**src/design/nps_pkg.sv**
```systemverilog
// Shared types and constants of the NAL parameter-set stripper.
package nps_pkg;

	localparam int QUEUE_DEPTH = 4;
	localparam int QUEUE_PTR_W = $clog2(QUEUE_DEPTH);
	localparam int CFG_INDEX_W = 2;
	localparam int CFG_DATA_W  = 3;

	// register indexes of the configuration port
	localparam logic [CFG_INDEX_W-1:0] CFG_STRIP_ENABLE = 2'd0;
	localparam logic [CFG_INDEX_W-1:0] CFG_AVC_MODE     = 2'd1;
	localparam logic [CFG_INDEX_W-1:0] CFG_HEVC_MODE    = 2'd2;
	localparam logic [CFG_INDEX_W-1:0] CFG_LENGTH_SIZE  = 2'd3;

	localparam logic [7:0] AVC_TYPE_MASK  = 8'h1F;
	localparam logic [7:0] HEVC_TYPE_MASK = 8'h7E;
	localparam logic [2:0] MAX_PREFIX     = 3'd4;

	localparam logic [5:0] AVC_SPS  = 6'd7;
	localparam logic [5:0] AVC_PPS  = 6'd8;
	localparam logic [5:0] AVC_SPSX = 6'd13;
	localparam logic [5:0] HEVC_VPS = 6'd32;
	localparam logic [5:0] HEVC_SPS = 6'd33;
	localparam logic [5:0] HEVC_PPS = 6'd34;

	typedef struct packed {
		logic [7:0]  data_byte;
		logic [23:0] sample_length;
	} sample_word_t;

	typedef struct packed {
		logic [7:0] out_byte;
		logic       route;
		logic [5:0] unit_type;
		logic       unit_start;
		logic       sample_end;
	} result_word_t;

	typedef struct packed {
		logic       strip_enable;
		logic       avc_mode;
		logic       hevc_mode;
		logic [2:0] length_size;
	} cfg_t;

	// One accepted byte's worth of results: up to five bytes, oldest in the top byte.
	// All results share route and type; only the first may start a unit.
	typedef struct packed {
		logic [39:0] bytes;
		logic [2:0]  count;
		logic        route;
		logic [5:0]  unit_type;
		logic        start;
		logic        last;
	} rec_t;

endpackage

```
**src/design/nps_front.sv**
```systemverilog
// Front end: parses prefixes and headers and builds at most one result record per accepted byte.
module nps_front import nps_pkg::*; #(
	parameter int SAMPLE_LEN_BITS = 24
) (
	input  logic         clk,
	input  logic         arst_n,
	input  cfg_t         cfg,
	input  logic         accept,
	input  sample_word_t word,
	output logic         push,
	output rec_t         rec
);

	localparam int SLB = SAMPLE_LEN_BITS;

	logic [SLB-1:0] pos_q, pos_n;
	logic [31:0]    prefix_q, prefix_n;
	logic [2:0]     count_q, count_n;
	logic [SLB-1:0] left_q, left_n;
	logic           route_q, route_n;
	logic [5:0]     type_q, type_n;
	logic           pass_q, pass_n;

	logic [7:0]     b;
	logic [SLB-1:0] slen;
	logic           final_byte;
	logic [2:0]     ls;
	logic [31:0]    prefix_shift;
	logic [2:0]     count_inc;
	logic [31:0]    size;
	logic [33:0]    unit_end;
	logic           overrun;
	logic [5:0]     hdr_type;
	logic           is_ps;
	logic [31:0]    buf_sel;
	logic [2:0]     held;

	assign b    = word.data_byte;
	assign slen = SLB'({8'b0, word.sample_length});
	assign final_byte = ({1'b0, pos_q} + {{SLB{1'b0}}, 1'b1}) >= {1'b0, slen};

	always_comb begin
		if (cfg.length_size == 3'd0) begin
			ls = 3'd1;
		end else if (cfg.length_size > MAX_PREFIX) begin
			ls = MAX_PREFIX;
		end else begin
			ls = cfg.length_size;
		end
	end

	assign prefix_shift = {prefix_q[23:0], b};
	assign count_inc    = count_q + 3'd1;

	always_comb begin
		case (ls)
			3'd1:    size = {24'b0, prefix_shift[7:0]};
			3'd2:    size = {16'b0, prefix_shift[15:0]};
			3'd3:    size = {8'b0, prefix_shift[23:0]};
			default: size = prefix_shift;
		endcase
	end

	assign unit_end = {2'b0, size} + 34'(pos_q) + 34'd1;
	assign overrun  = unit_end > 34'(slen);

	// header classification; the HEVC type wins when both modes are set
	always_comb begin
		hdr_type = 6'd0;
		is_ps    = 1'b0;
		if (cfg.avc_mode) begin
			hdr_type = 6'(b & AVC_TYPE_MASK);
			if (hdr_type == AVC_SPS || hdr_type == AVC_PPS || hdr_type == AVC_SPSX) begin
				is_ps = 1'b1;
			end
		end
		if (cfg.hevc_mode) begin
			hdr_type = 6'((b & HEVC_TYPE_MASK) >> 1);
			if (hdr_type == HEVC_VPS || hdr_type == HEVC_SPS || hdr_type == HEVC_PPS) begin
				is_ps = 1'b1;
			end
		end
	end

	always_comb begin
		pos_n    = pos_q;
		prefix_n = prefix_q;
		count_n  = count_q;
		left_n   = left_q;
		route_n  = route_q;
		type_n   = type_q;
		pass_n   = pass_q;
		push     = 1'b0;
		buf_sel  = prefix_q;
		held     = 3'd0;
		rec.count     = 3'd1;
		rec.route     = 1'b0;
		rec.unit_type = 6'd0;
		rec.start     = 1'b0;
		rec.last      = final_byte;
		if (pass_q) begin
			push = 1'b1;
		end else if (pos_q == '0 && !(cfg.strip_enable && (cfg.avc_mode || cfg.hevc_mode))) begin
			push      = 1'b1;
			rec.start = 1'b1;
			pass_n    = 1'b1;
		end else if (left_q == '0) begin
			prefix_n  = prefix_shift;
			count_n   = count_inc;
			buf_sel   = prefix_shift;
			held      = count_inc;
			rec.count = count_inc;
			rec.start = 1'b1;
			if (count_inc >= ls) begin
				if (overrun || size == 32'd0) begin
					push     = 1'b1;
					pass_n   = overrun;
					prefix_n = 32'd0;
					count_n  = 3'd0;
				end else begin
					left_n = size[SLB-1:0];
				end
			end else if (final_byte) begin
				push = 1'b1;
			end
		end else if (count_q != 3'd0) begin
			push          = 1'b1;
			type_n        = hdr_type;
			route_n       = is_ps;
			rec.unit_type = hdr_type;
			rec.start     = 1'b1;
			if (is_ps) begin
				rec.route = 1'b1;
			end else begin
				held      = count_q;
				rec.count = count_inc;
			end
			prefix_n = 32'd0;
			count_n  = 3'd0;
			left_n   = left_q - {{(SLB-1){1'b0}}, 1'b1};
		end else begin
			push          = 1'b1;
			rec.route     = route_q;
			rec.unit_type = type_q;
			left_n        = left_q - {{(SLB-1){1'b0}}, 1'b1};
		end
		if (final_byte) begin
			pos_n    = '0;
			prefix_n = 32'd0;
			count_n  = 3'd0;
			left_n   = '0;
			route_n  = 1'b0;
			type_n   = 6'd0;
			pass_n   = 1'b0;
		end else begin
			pos_n = pos_q + {{(SLB-1){1'b0}}, 1'b1};
		end
		push = push && accept;
		// held prefix bytes first, then the current byte
		case (held)
			3'd0:    rec.bytes = {b, 32'b0};
			3'd1:    rec.bytes = {buf_sel[7:0], b, 24'b0};
			3'd2:    rec.bytes = {buf_sel[15:0], b, 16'b0};
			3'd3:    rec.bytes = {buf_sel[23:0], b, 8'b0};
			default: rec.bytes = {buf_sel, b};
		endcase
	end

	always_ff @(posedge clk or negedge arst_n) begin
		if (!arst_n) begin
			pos_q    <= '0;
			prefix_q <= 32'd0;
			count_q  <= 3'd0;
			left_q   <= '0;
			route_q  <= 1'b0;
			type_q   <= 6'd0;
			pass_q   <= 1'b0;
		end else if (accept) begin
			pos_q    <= pos_n;
			prefix_q <= prefix_n;
			count_q  <= count_n;
			left_q   <= left_n;
			route_q  <= route_n;
			type_q   <= type_n;
			pass_q   <= pass_n;
		end
	end

endmodule

```
**src/design/nps_queue.sv**
```systemverilog
// Short record queue between the front end and the output serializer.
module nps_queue import nps_pkg::*; (
	input  logic clk,
	input  logic arst_n,
	input  logic push,
	input  rec_t push_rec,
	input  logic pop,
	output logic nonempty,
	output logic full,
	output rec_t head
);

	rec_t                 slots [QUEUE_DEPTH];
	logic [QUEUE_PTR_W-1:0] wr_q, rd_q;
	logic [QUEUE_PTR_W:0]   fill_q;

	assign nonempty = fill_q != '0;
	assign full     = fill_q == (QUEUE_PTR_W+1)'(QUEUE_DEPTH);
	assign head     = slots[rd_q];

	always_ff @(posedge clk) begin
		if (push) begin
			slots[wr_q] <= push_rec;
		end
	end

	always_ff @(posedge clk or negedge arst_n) begin
		if (!arst_n) begin
			wr_q   <= '0;
			rd_q   <= '0;
			fill_q <= '0;
		end else begin
			if (push) begin
				wr_q <= wr_q + QUEUE_PTR_W'(1);
			end
			if (pop) begin
				rd_q <= rd_q + QUEUE_PTR_W'(1);
			end
			case ({push, pop})
				2'b10:   fill_q <= fill_q + (QUEUE_PTR_W+1)'(1);
				2'b01:   fill_q <= fill_q - (QUEUE_PTR_W+1)'(1);
				default: fill_q <= fill_q;
			endcase
		end
	end

endmodule

```
**src/design/nps_back.sv**
```systemverilog
// Back end: unpacks records into single result words behind an output register.
module nps_back import nps_pkg::*; (
	input  logic         clk,
	input  logic         arst_n,
	input  logic         q_nonempty,
	input  rec_t         q_head,
	output logic         q_pop,
	output logic         result_valid,
	input  logic         result_ready,
	output result_word_t result_word
);

	rec_t         cur_q;
	logic         cur_valid_q;
	logic         advance;
	logic         emit;
	logic         reload;
	result_word_t word_n;

	assign advance = !result_valid || result_ready;
	assign emit    = cur_valid_q && advance;
	// take the next record when the current one is spent or absent
	assign reload  = q_nonempty && (!cur_valid_q || (emit && cur_q.count == 3'd1));
	assign q_pop   = reload;

	always_comb begin
		word_n.out_byte   = cur_q.bytes[39:32];
		word_n.route      = cur_q.route;
		word_n.unit_type  = cur_q.unit_type;
		word_n.unit_start = cur_q.start;
		word_n.sample_end = cur_q.last && cur_q.count == 3'd1;
	end

	always_ff @(posedge clk or negedge arst_n) begin
		if (!arst_n) begin
			cur_valid_q  <= 1'b0;
			result_valid <= 1'b0;
		end else begin
			if (reload) begin
				cur_valid_q <= 1'b1;
			end else if (emit && cur_q.count == 3'd1) begin
				cur_valid_q <= 1'b0;
			end
			if (emit) begin
				result_valid <= 1'b1;
			end else if (result_ready) begin
				result_valid <= 1'b0;
			end
		end
	end

	always_ff @(posedge clk) begin
		if (emit) begin
			result_word <= word_n;
		end
		if (reload) begin
			cur_q <= q_head;
		end else if (emit) begin
			cur_q.bytes <= {cur_q.bytes[31:0], 8'b0};
			cur_q.count <= cur_q.count - 3'd1;
			cur_q.start <= 1'b0;
		end
	end

endmodule

```
**src/design/nal_parameter_set_stripper.sv**
```systemverilog
// Top level of the NAL parameter-set stripper: config registers, front end, queue, back end.
// Path: each result passes the record queue, the current-record register and the output register.
// Throughput: one word per cycle while each word yields at most one result and result_ready is high;
// a word that yields k results (held prefix bytes plus its own byte) keeps the output register busy
// while they drain, and the four-entry record queue absorbs those bursts before the input stalls.
// Reset: arst_n clears all parse state, queue and output valid at once and loads config defaults.
module nal_parameter_set_stripper import nps_pkg::*; #(
	parameter int SAMPLE_LEN_BITS = 24
) (
	input  logic                   clk,
	input  logic                   arst_n,
	input  logic                   sample_valid,
	output logic                   sample_ready,
	input  sample_word_t           sample_word,
	output logic                   result_valid,
	input  logic                   result_ready,
	output result_word_t           result_word,
	input  logic                   cfg_we,
	input  logic [CFG_INDEX_W-1:0] cfg_index,
	input  logic [CFG_DATA_W-1:0]  cfg_data
);

	cfg_t cfg_q;
	logic accept;
	logic q_push;
	rec_t q_rec;
	logic q_pop;
	logic q_nonempty;
	logic q_full;
	rec_t q_head;

	// Configuration registers; to be written only while the block is idle, which the block does not enforce.
	always_ff @(posedge clk or negedge arst_n) begin
		if (!arst_n) begin
			cfg_q.strip_enable <= 1'b1;
			cfg_q.avc_mode     <= 1'b0;
			cfg_q.hevc_mode    <= 1'b0;
			cfg_q.length_size  <= MAX_PREFIX;
		end else if (cfg_we) begin
			case (cfg_index)
				CFG_STRIP_ENABLE: cfg_q.strip_enable <= cfg_data[0];
				CFG_AVC_MODE:     cfg_q.avc_mode     <= cfg_data[0];
				CFG_HEVC_MODE:    cfg_q.hevc_mode    <= cfg_data[0];
				CFG_LENGTH_SIZE:  cfg_q.length_size  <= cfg_data;
				default:          cfg_q              <= cfg_q;
			endcase
		end
	end

	// Take a word whenever the queue has room; a word with no result pushes nothing.
	assign sample_ready = !q_full;
	assign accept       = sample_valid && sample_ready;

	// Front end: hold prefix bytes until the header decides the unit's fate,
	// drop the prefix of a parameter set, pass overruns and unparsed samples.
	nps_front #(
		.SAMPLE_LEN_BITS(SAMPLE_LEN_BITS)
	) u_front (
		.clk    (clk),
		.arst_n (arst_n),
		.cfg    (cfg_q),
		.accept (accept),
		.word   (sample_word),
		.push   (q_push),
		.rec    (q_rec)
	);

	// Record queue: lets the parser run ahead while the serializer drains a burst.
	nps_queue u_queue (
		.clk      (clk),
		.arst_n   (arst_n),
		.push     (q_push),
		.push_rec (q_rec),
		.pop      (q_pop),
		.nonempty (q_nonempty),
		.full     (q_full),
		.head     (q_head)
	);

	// Back end: advance one result word per cycle into the output register unless the output is stalled.
	nps_back u_back (
		.clk          (clk),
		.arst_n       (arst_n),
		.q_nonempty   (q_nonempty),
		.q_head       (q_head),
		.q_pop        (q_pop),
		.result_valid (result_valid),
		.result_ready (result_ready),
		.result_word  (result_word)
	);

`ifndef NO_ASSERTIONS
	// the front end never writes into a full queue
	assert property (@(posedge clk) disable iff (!arst_n) q_push |-> !q_full)
		else $error("record pushed into full queue");

	// every pushed record carries one to five results
	assert property (@(posedge clk) disable iff (!arst_n)
		q_push |-> (q_rec.count != 3'd0 && q_rec.count <= 3'd5))
		else $error("pushed record with bad result count");

	// a stalled result word holds valid and payload until it is taken
	assert property (@(posedge clk) disable iff (!arst_n)
		(result_valid && !result_ready) |=> (result_valid && $stable(result_word)))
		else $error("stalled result word changed");

	// the serializer never pops an empty queue
	assert property (@(posedge clk) disable iff (!arst_n) q_pop |-> q_nonempty)
		else $error("pop from empty queue");
`endif

endmodule
```
**config.mk**
```make
export PLATFORM = sky130hd
export DESIGN_NAME = nal_parameter_set_stripper
export DESIGN_NICKNAME = d
export VERILOG_FILES = /design/src/design/nps_pkg.sv /design/src/design/nps_front.sv /design/src/design/nps_queue.sv /design/src/design/nps_back.sv /design/src/design/nal_parameter_set_stripper.sv
export SDC_FILE = /design/constraint.sdc
export NUM_CORES = 1
export LEC_CHECK = 0
export ABC_CLOCK_PERIOD_IN_PS = 7900
export BUFFER_PORTS_ARGS = -buffer_cell sky130_fd_sc_hd__buf_2
export CAP_MARGIN = 20
export CELL_PAD_IN_SITES_DETAIL_PLACEMENT = 0
export CELL_PAD_IN_SITES_GLOBAL_PLACEMENT = 1
export CORE_MARGIN = 5
export CORE_UTILIZATION = 46
export CTS_CLUSTER_SIZE = 12
export DETAILED_ROUTE_END_ITERATION = 16
export GPL_ROUTABILITY_DRIVEN = 1
export PLACE_DENSITY_LB_ADDON = 0.25
export SLEW_MARGIN = 20
export SYNTH_ARGS = -nofsm -noshare
export SYNTH_HDL_FRONTEND = slang
export SYNTH_SLANG_ARGS = --single-unit
```
**constraint.sdc**
```tcl
create_clock -name clk -period 7.9 [get_ports clk]
set_input_delay 0.79 -clock clk [delete_from_list [all_inputs] [get_ports clk]]
set_output_delay 0.79 -clock clk [all_outputs]
set_load 0.03 [all_outputs]
```
==> metrics.md, run 1 <==
| Metric | Value |
|---|---|
| Number of library cell types mapped by synthesis | 89 |
| Ratio of cells with drive above 1 in the final layout | 15.6% |
| PwrDens | 286 mW/mm^2 |
| Syn-to-layout area delta | 10.7% |
| Hold-fix buffers, CTS | 0 |
| Port Buffers | 60 |
| Vias/cell | 6.06 |
| Max-Cap Viols | 0 |
| Worst hold path class | in -> async |
| Compound-Gate Fraction of Synth Area | 14.1% |
| Clock Skews | 0.0184 ns |
| Crit start category | flip-flop |
| Drt pass-1 iters | 6 |
| CTS HTree Levels | 2 |
| Core area | 0.0451 mm^2 |
| Avg WL per Cell | 23.8 um |
| XOR/XNOR share of the synthesized area | 3.02% |
| Cell taking the most area after synthesis | edfxtp_1 |
| Io pins | 61 |
| Global-route wire length before repair | 89800 um |
| HPWL Detailed | 41800 um |
| Root Driver | clkbuf_16 |
| FMAX | 0.141 GHz |
| Final Hold Fails | 0 |
| Async S/R FF share, synth | 27.7% |
| Mapped cell area | 0.0209 mm^2 |
| Worst reg2reg path startpoint | u_front.pos_q[0]$_DFFE_PN0P_ |
| Largest net degree at the start of global routing | 55 |
| Post-Route WL | 58700 um |
| Clk_lat worst skew | 0.56 ns |
| Slew @ Worst Pin | 1.09 ns |
| R2R Path End | u_queue.fill_q[2]$_DFFE_PN0P_ |
| Top Family by Delay on Critical Path | compound AO/OA/AOI/OAI gates |
| FP Rows | 78 |
| Synth warnings | 0 |
| Max-slew headroom | 26.8% |
| Synthesized instance count | 1795 |
| Worst path bufs/invs | 1 |
| Initial antenna violation count | 1 |
| Worst Path Required | 8.37 ns |
| R2R depth | 27 |
| CP max-delay cell | a221oi_1 |
| Die H | 223 um |
| WP data arrival | 7.57 ns |
| Top FF cell, synth | edfxtp_1 |
| Nets | 1969 |
| Die area | 0.0497 mm^2 |
| Worst-path fanout max | 8 |
| Setup Buffers After CTS | 0 |
| Finish-stage setup viols | 0 |
| Ant diodes | 0 |
| RSZ-0062 raised after global routing | false |
| Post-route DRC | 0 |
| Post-synthesis sequential area ratio | 52.6% |
| Leakage | 8.86 nW |
| Die width | 223 um |
| Synth Area in Simple Gates | 13.3% |
| Avg Cell Area, Syn | 11.6 um^2 |
| Crit end category | flip-flop |
| Outcome | finished, final reports clean |
| Largest family of logic cells by synthesized area | compound AO/OA/AOI/OAI gates |
| Synth top area share | 39.9% |
| Adder-Cell Fraction of Synth Area | 5.59% |
| Post-synth top cells | edfxtp_1, nand2_1, nor2_1 |
| DRT antenna net count | 0 |
| Multiplexer share of the synthesized area | 8.30% |
| Net Count, Synth | 1929 |
| CTS tree | built |
| Initial Utilization | 46.2% |
| Grt ovf | 0 |
| Setup_tns | 0 ns |
| GRT Total Usage | 23.2% |
| Setup Crit Path Kind | reg -> reg |
| Most common cell on crit path | ha_1 |
| First DRT Iteration DRCs | 1441 |
| Fin crit period | 7.10 ns |
| Post-synthesis register bit count | 383 |
| Fill cells | 3999 |
| Post-CTS Resized | 0 |
| Reg2reg setup slack | 0.80 ns |
| Clk sinks | 383 |
| Slew Limit Fails | 0 |
| Count leader, synth | edfxtp_1 |
| Total power draw | 0.00660 W |
| Post-synth EDFFs | 277 |
| Tcrit/Tclk final | 89.9% |
| Vias in the first global route | 14.5k |
| Clk buf depth | 3 |
| Critical path's largest stage delay | 0.60 ns |
| RePlAce Congestion | 0.948 |
| Layout Utilization | 51.2% |
| Clock buffer count from CTS | 41 |
| Vias | 15.0k |
| Clk slew on worst S/H paths | 0.06 ns |
| Area contributors post-synth | edfxtp_1, dfrtp_1, mux4_2 |
| Peak VDD IR | 0.184 mV |
==> cell usage in the layout, fill, tap and decap left out, types with 37 or more instances in the layout <==
cell type    n
a21oi_1     94
nor3_1      47
a22o_1      49
mux4_2      52
dfrtp_1    102
inv_1       59
edfxtp_1   277
nand2_1    163
o21ai_0    105
mux2_2      40
xnor2_1     40
nand3_1     37
ha_1        90
nor2_1     114
clkbuf_16   41
buf_2       59
==> layout make-up <==
type	instances	area (um^2)	share of cell area, %
clock buffer	64	1130	4.90
clock inverter	12	88.8	0.385
inverter	59	221	0.959
multi-input combinational	1252	9280	40.2
sequential	383	11000	47.5
tap	600	751	3.25
timing repair buffer	98	638	2.76
==> metrics by stage <==
step           setup slack, ns  hold slack [ns]  instances  area, um^2
5_1_grt                  0.246            0.360       2468       23100
4_1_cts                  0.876            0.331       2468       23100
3_3_place_gp             0.556            0.402       2392       21900
6_report                 0.800            0.322       2468       23100
2_1_floorplan            0.591            0.400       1795       20900
3_5_place_dp             0.531            0.411       2392       21900
==> cells by family after synthesis <==
group	count (synthesis)
xor+xnor	72
fa+ha+maj	92
compound gates	429
flops	383
mux	103
simple gates	556
buf+inv	160
==> state kept, by name, summed over array words and instances, names as in the netlist <==
name and cells:
cfg_q 6, u_back.cur_q 52, u_back.cur_valid_q 1, u_back.result_valid 1
u_back.result_word 17, u_front.count_q 3, u_front.left_q 24, u_front.pass_q 1
u_front.pos_q 24, u_front.prefix_q 32, u_front.route_q 1, u_front.type_q 6
u_queue.fill_q 3, u_queue.rd_q 2, u_queue.slots 208, u_queue.wr_q 2
==> worst max path at each step <==
stage | cells past startpoint | start | to
after floorplan | 23 | sample_word[24] | u_queue.slots[0][0]$_DFFE_PP_
after global placement | 29 | sample_word[24] | u_queue.fill_q[2]$_DFFE_PN0P_
after detailed placement | 29 | sample_word[24] | u_queue.fill_q[2]$_DFFE_PN0P_
after CTS | 27 | cfg_q[1]$_DFFE_PN0P_ | u_queue.fill_q[2]$_DFFE_PN0P_
after global routing | 27 | cfg_q[1]$_DFFE_PN0P_ | u_queue.fill_q[2]$_DFFE_PN0P_
final | 27 | u_front.pos_q[0]$_DFFE_PN0P_ | u_queue.fill_q[2]$_DFFE_PN0P_
==> layer usage <==
| layer | vias up | global-route usage (%) | part of all wire [%] | routed length (um) |
|---|---|---|---|---|
| met5 | - | 0 | 0 | 0 |
| met4 | 0 | 4.37 | 1.5 | 898 |
| met3 | 64 | 5.53 | 7.2 | 4220 |
| met2 | 447 | 35.0 | 45 | 26300 |
| met1 | 7531 | 34.9 | 46 | 27200 |
| li1 | 6919 | - | - | - |
==> power breakdown <==
group	switching (W)	internal, W
registers	0.000207	0.00269
logic	0.00115	0.000785
clock network	0.000771	0.000993
total	0.00213	0.00447
No activity file was read; power rests on OpenSTA's default activity.
==> run 2: changes to the inputs <==
--- a/config.mk
+++ b/config.mk
@@ -5,11 +5,13 @@
 export SDC_FILE = /design/constraint.sdc
 export NUM_CORES = 1
 export LEC_CHECK = 0
+export ABC_AREA = 1
 export ABC_CLOCK_PERIOD_IN_PS = 7900
 export BUFFER_PORTS_ARGS = -buffer_cell sky130_fd_sc_hd__buf_2
 export CAP_MARGIN = 20
 export CELL_PAD_IN_SITES_DETAIL_PLACEMENT = 0
 export CELL_PAD_IN_SITES_GLOBAL_PLACEMENT = 1
+export CORE_ASPECT_RATIO = 1.4
 export CORE_MARGIN = 5
 export CORE_UTILIZATION = 46
 export CTS_CLUSTER_SIZE = 12
==> run 2 against run 1 <==
Compared with the run above:
- cell count grew 37%
- register-to-register slack better by 0.33 ns
- count of clock-buffer cells in the layout is 6 lower
- routed wire length increased by 21%
- worst hold slack worse by 0.092 ns
- via count grew 25%
- clock power is 4% lower
- sequential share of layout area is 2.6 points lower
- maximum frequency is 4.9% higher
- clock skew up 0.0035 ns
- final area increased by 5.6%
==> metrics.md, run 2 <==
| Metric | Value |
|---|---|
| Outcome | finished, final reports clean (unchanged) |
| Synthesized instance count | 2693 (was 1795) |
| Avg WL per Cell | 21.1 um (was 23.8 um) |
| Grt ovf | 0 (unchanged) |
| FMAX | 0.148 GHz (was 0.141 GHz) |
| Area contributors post-synth | edfxtp_1, dfrtp_1, nand2_1 (was edfxtp_1, dfrtp_1, mux4_2) |
| Max-Cap Viols | 0 (unchanged) |
| Tcrit/Tclk final | 85.7% (was 89.9%) |
| Setup Buffers After CTS | 0 (unchanged) |
| Hold-fix buffers, CTS | 0 (unchanged) |
| Reg2reg setup slack | 1.13 ns (was 0.80 ns) |
| Worst hold path class | in -> async (unchanged) |
| Critical path's largest stage delay | 0.67 ns (was 0.60 ns) |
| Crit end category | flip-flop (unchanged) |
| Crit start category | flip-flop (unchanged) |
| Vias | 18.7k (was 15.0k) |
| Peak VDD IR | 0.225 mV (was 0.184 mV) |
| GRT Total Usage | 26.4% (was 23.2%) |
| Die area | 0.0531 mm^2 (was 0.0497 mm^2) |
| R2R depth | 38 (was 27) |
| Slew Limit Fails | 0 (unchanged) |
| Net Count, Synth | 2827 (was 1929) |
| Post-Route WL | 71200 um (was 58700 um) |
| Post-route DRC | 0 (unchanged) |
| Post-synthesis register bit count | 383 (unchanged) |
| Vias in the first global route | 18.7k (was 14.5k) |
| Worst Path Required | 8.05 ns (was 8.37 ns) |
| Most frequent cells in the layout | nand2_1, nor2_1, inv_1 (was edfxtp_1, nand2_1, nor2_1) |
| CTS tree | built (unchanged) |
| Initial antenna violation count | 0 (was 1) |
| Syn-to-layout area delta | 9.26% (was 10.7%) |
| Ant diodes | 0 (unchanged) |
| Count leader, synth | nand2_1 (was edfxtp_1) |
| Clk_lat worst skew | 0.54 ns (was 0.56 ns) |
| Post-synth top cells | nand2_1, nor2_1, inv_1 (was edfxtp_1, nand2_1, nor2_1) |
| Max-slew headroom | 29.7% (was 26.8%) |
| Root Driver | clkbuf_16 (unchanged) |
| Worst reg2reg path startpoint | cfg_q[2]$_DFFE_PN1P_ (was u_front.pos_q[0]$_DFFE_PN0P_) |
| Slew @ Worst Pin | 1.05 ns (was 1.09 ns) |
| HPWL Detailed | 53800 um (was 41800 um) |
| Initial Utilization | 46.5% (was 46.2%) |
| Clk sinks | 383 (unchanged) |
| Cell taking the most area after synthesis | edfxtp_1 (unchanged) |
| Die width | 196 um (was 223 um) |
| Placed instance area | 0.0233 mm^2 (was 0.0219 mm^2) |
| DRT antenna net count | 0 (unchanged) |
| Regs by FF count | u_queue.slots x208, u_back.cur_q x52, u_front.prefix_q x32 (unchanged) |
| Io pins | 61 (unchanged) |
| RePlAce Congestion | 0.982 (was 0.948) |
| Most common cell on crit path | nand2_1 (was ha_1) |
| R2R Path End | u_queue.slots[3][20]$_DFFE_PP_ (was u_queue.fill_q[2]$_DFFE_PN0P_) |
| Nets | 2859 (was 1969) |
| WP data arrival | 6.92 ns (was 7.57 ns) |
| Post-synth EDFFs | 277 (unchanged) |
| FP Rows | 95 (was 78) |
| Drt pass-1 iters | 6 (unchanged) |
| Largest net degree at the start of global routing | 106 (was 55) |
| Avg Cell Area, Syn | 8.29 um^2 (was 11.6 um^2) |
| Final Instance Area | 0.0244 mm^2 (was 0.0231 mm^2) |
| Clk buf depth | 3 (unchanged) |
| Max reg flops | 208 (unchanged) |
| Post-synthesis sequential area ratio | 49.1% (was 52.6%) |
| PwrDens | 368 mW/mm^2 (was 286 mW/mm^2) |
| Final Hold Fails | 0 (unchanged) |
| Setup Crit Path Kind | reg -> reg (unchanged) |
| Biggest register | u_queue.slots (unchanged) |
| Finish-stage setup viols | 0 (unchanged) |
| RSZ-0062 raised after global routing | false (unchanged) |
| Synth top area share | 37.2% (was 39.9%) |
| Port Buffers | 60 (unchanged) |
| Number of library cell types mapped by synthesis | 55 (was 89) |
| CP max-delay cell | dfstp_2 (was a221oi_1) |
| Mapped cell area | 0.0223 mm^2 (was 0.0209 mm^2) |
| Layout Utilization | 50.8% (was 51.2%) |
| Fill cells | 4627 (was 3999) |
| Clock buffer count from CTS | 39 (was 41) |
| Setup_tns | 0 ns (unchanged) |
| First DRT Iteration DRCs | 1384 (was 1441) |
| Clk slew on worst S/H paths | 0.06 ns (about the same) |
| Synth warnings | 0 (unchanged) |
| Worst-path fanout max | 52 (was 8) |
| Global-route wire length before repair | 108000 um (was 89800 um) |
| Leakage | 10.5 nW (was 8.86 nW) |
| Top FF cell, synth | edfxtp_1 (unchanged) |
| Async S/R FF share, synth | 27.7% (unchanged) |
| Clock Skews | 0.0219 ns (was 0.0184 ns) |
| CTS HTree Levels | 2 (unchanged) |
| Vias/cell | 5.52 (was 6.06) |
| Commonest non-fill, non-tap cell in the layout | nand2_1 (was edfxtp_1) |
| Die H | 271 um (was 223 um) |
| Post-CTS Resized | 0 (unchanged) |
| Fin crit period | 6.77 ns (was 7.10 ns) |
| Core area | 0.0480 mm^2 (was 0.0451 mm^2) |
| Ratio of cells with drive above 1 in the final layout | 8.01% (was 15.6%) |
[run 2: cell families after synthesis]
logic type	after synthesis	share of synthesized area, %
buf+inv	435	7.50
simple gates	1279	24.5
flops	383	49.1
compound gates	445	11.3
mux	1	0.0504
fa+ha+maj	92	5.22
xor+xnor	58	2.27
[run 2: report_power, final]
| part | internal [W] | leakage, nW | switching [W] | total [W] |
|---|---|---|---|---|
| Clock | 0.000951 | 0.547 | 0.000739 | 0.00169 |
| Sequential | 0.00301 | 4.02 | 0.000372 | 0.00339 |
| Combinational | 0.00111 | 5.90 | 0.00280 | 0.00391 |
| Total | 0.00508 | 10.5 | 0.00391 | 0.00898 |
[run 2: metrics by stage]
step / setup slack (ns) / instances / hold WS (ns) / power, W
2_1_floorplan: 1.01 / 2693 / 0.400 / 0.00604
3_3_place_gp: 0.956 / 3314 / 0.401 / 0.00727
3_5_place_dp: 1.02 / 3314 / 0.406 / 0.00734
4_1_cts: 1.08 / 3378 / 0.240 / 0.00904
5_1_grt: 0.515 / 3378 / 0.273 / 0.00962
6_report: 1.13 / 3378 / 0.229 / 0.00898
[run 2: how the worst max path moves through the flow]
stage / from / to / slack (ns) / cells after the start
CTS: cfg_q[2]$_DFFE_PN1P_ / u_queue.slots[1][28]$_DFFE_PP_ / 1.08 / 38
detailed placement: sample_word[24] / u_queue.fill_q[2]$_DFFE_PN0P_ / 1.02 / 44
global route: cfg_q[2]$_DFFE_PN1P_ / u_queue.fill_q[2]$_DFFE_PN0P_ / 0.51 / 43
global placement: sample_word[24] / u_queue.fill_q[2]$_DFFE_PN0P_ / 0.96 / 44
finish: cfg_q[2]$_DFFE_PN1P_ / u_queue.slots[3][20]$_DFFE_PP_ / 1.13 / 38
floorplan: sample_word[24] / u_queue.slots[0][0]$_DFFE_PP_ / 1.01 / 33
[run 2: cell type report]
| cell class | instances | area (um^2) | area share, % |
|---|---|---|---|
| flip-flops and latches | 383 | 11000 | 45.0 |
| multi-input cells | 1875 | 9730 | 39.9 |
| inverters | 346 | 1300 | 5.32 |
| clock buffers | 58 | 1090 | 4.46 |
| well taps | 630 | 788 | 3.23 |
| repair buffers | 80 | 465 | 1.91 |
| clock inverters | 6 | 46.3 | 0.190 |
[run 2: critical path: cells and delay by family (launching register included)]
kind / cells / cell delay [ns]
buf+inv: 3 / 0.86
flops: 1 / 0.67
xor+xnor: 1 / 0.18
fa+ha+maj: 2 / 0.72
simple gates: 31 / 3.62
compound gates: 1 / 0.23
[run 2: layer usage]
metal	wire (um)	vias to the layer above	track usage, %	share of wire (%)
met5	0	-	0	0
met4	5400	0	16.9	7.6
met3	2510	213	2.78	3.5
met2	37800	528	49.6	53
met1	25500	8802	27.7	36
li1	-	9107	-	-
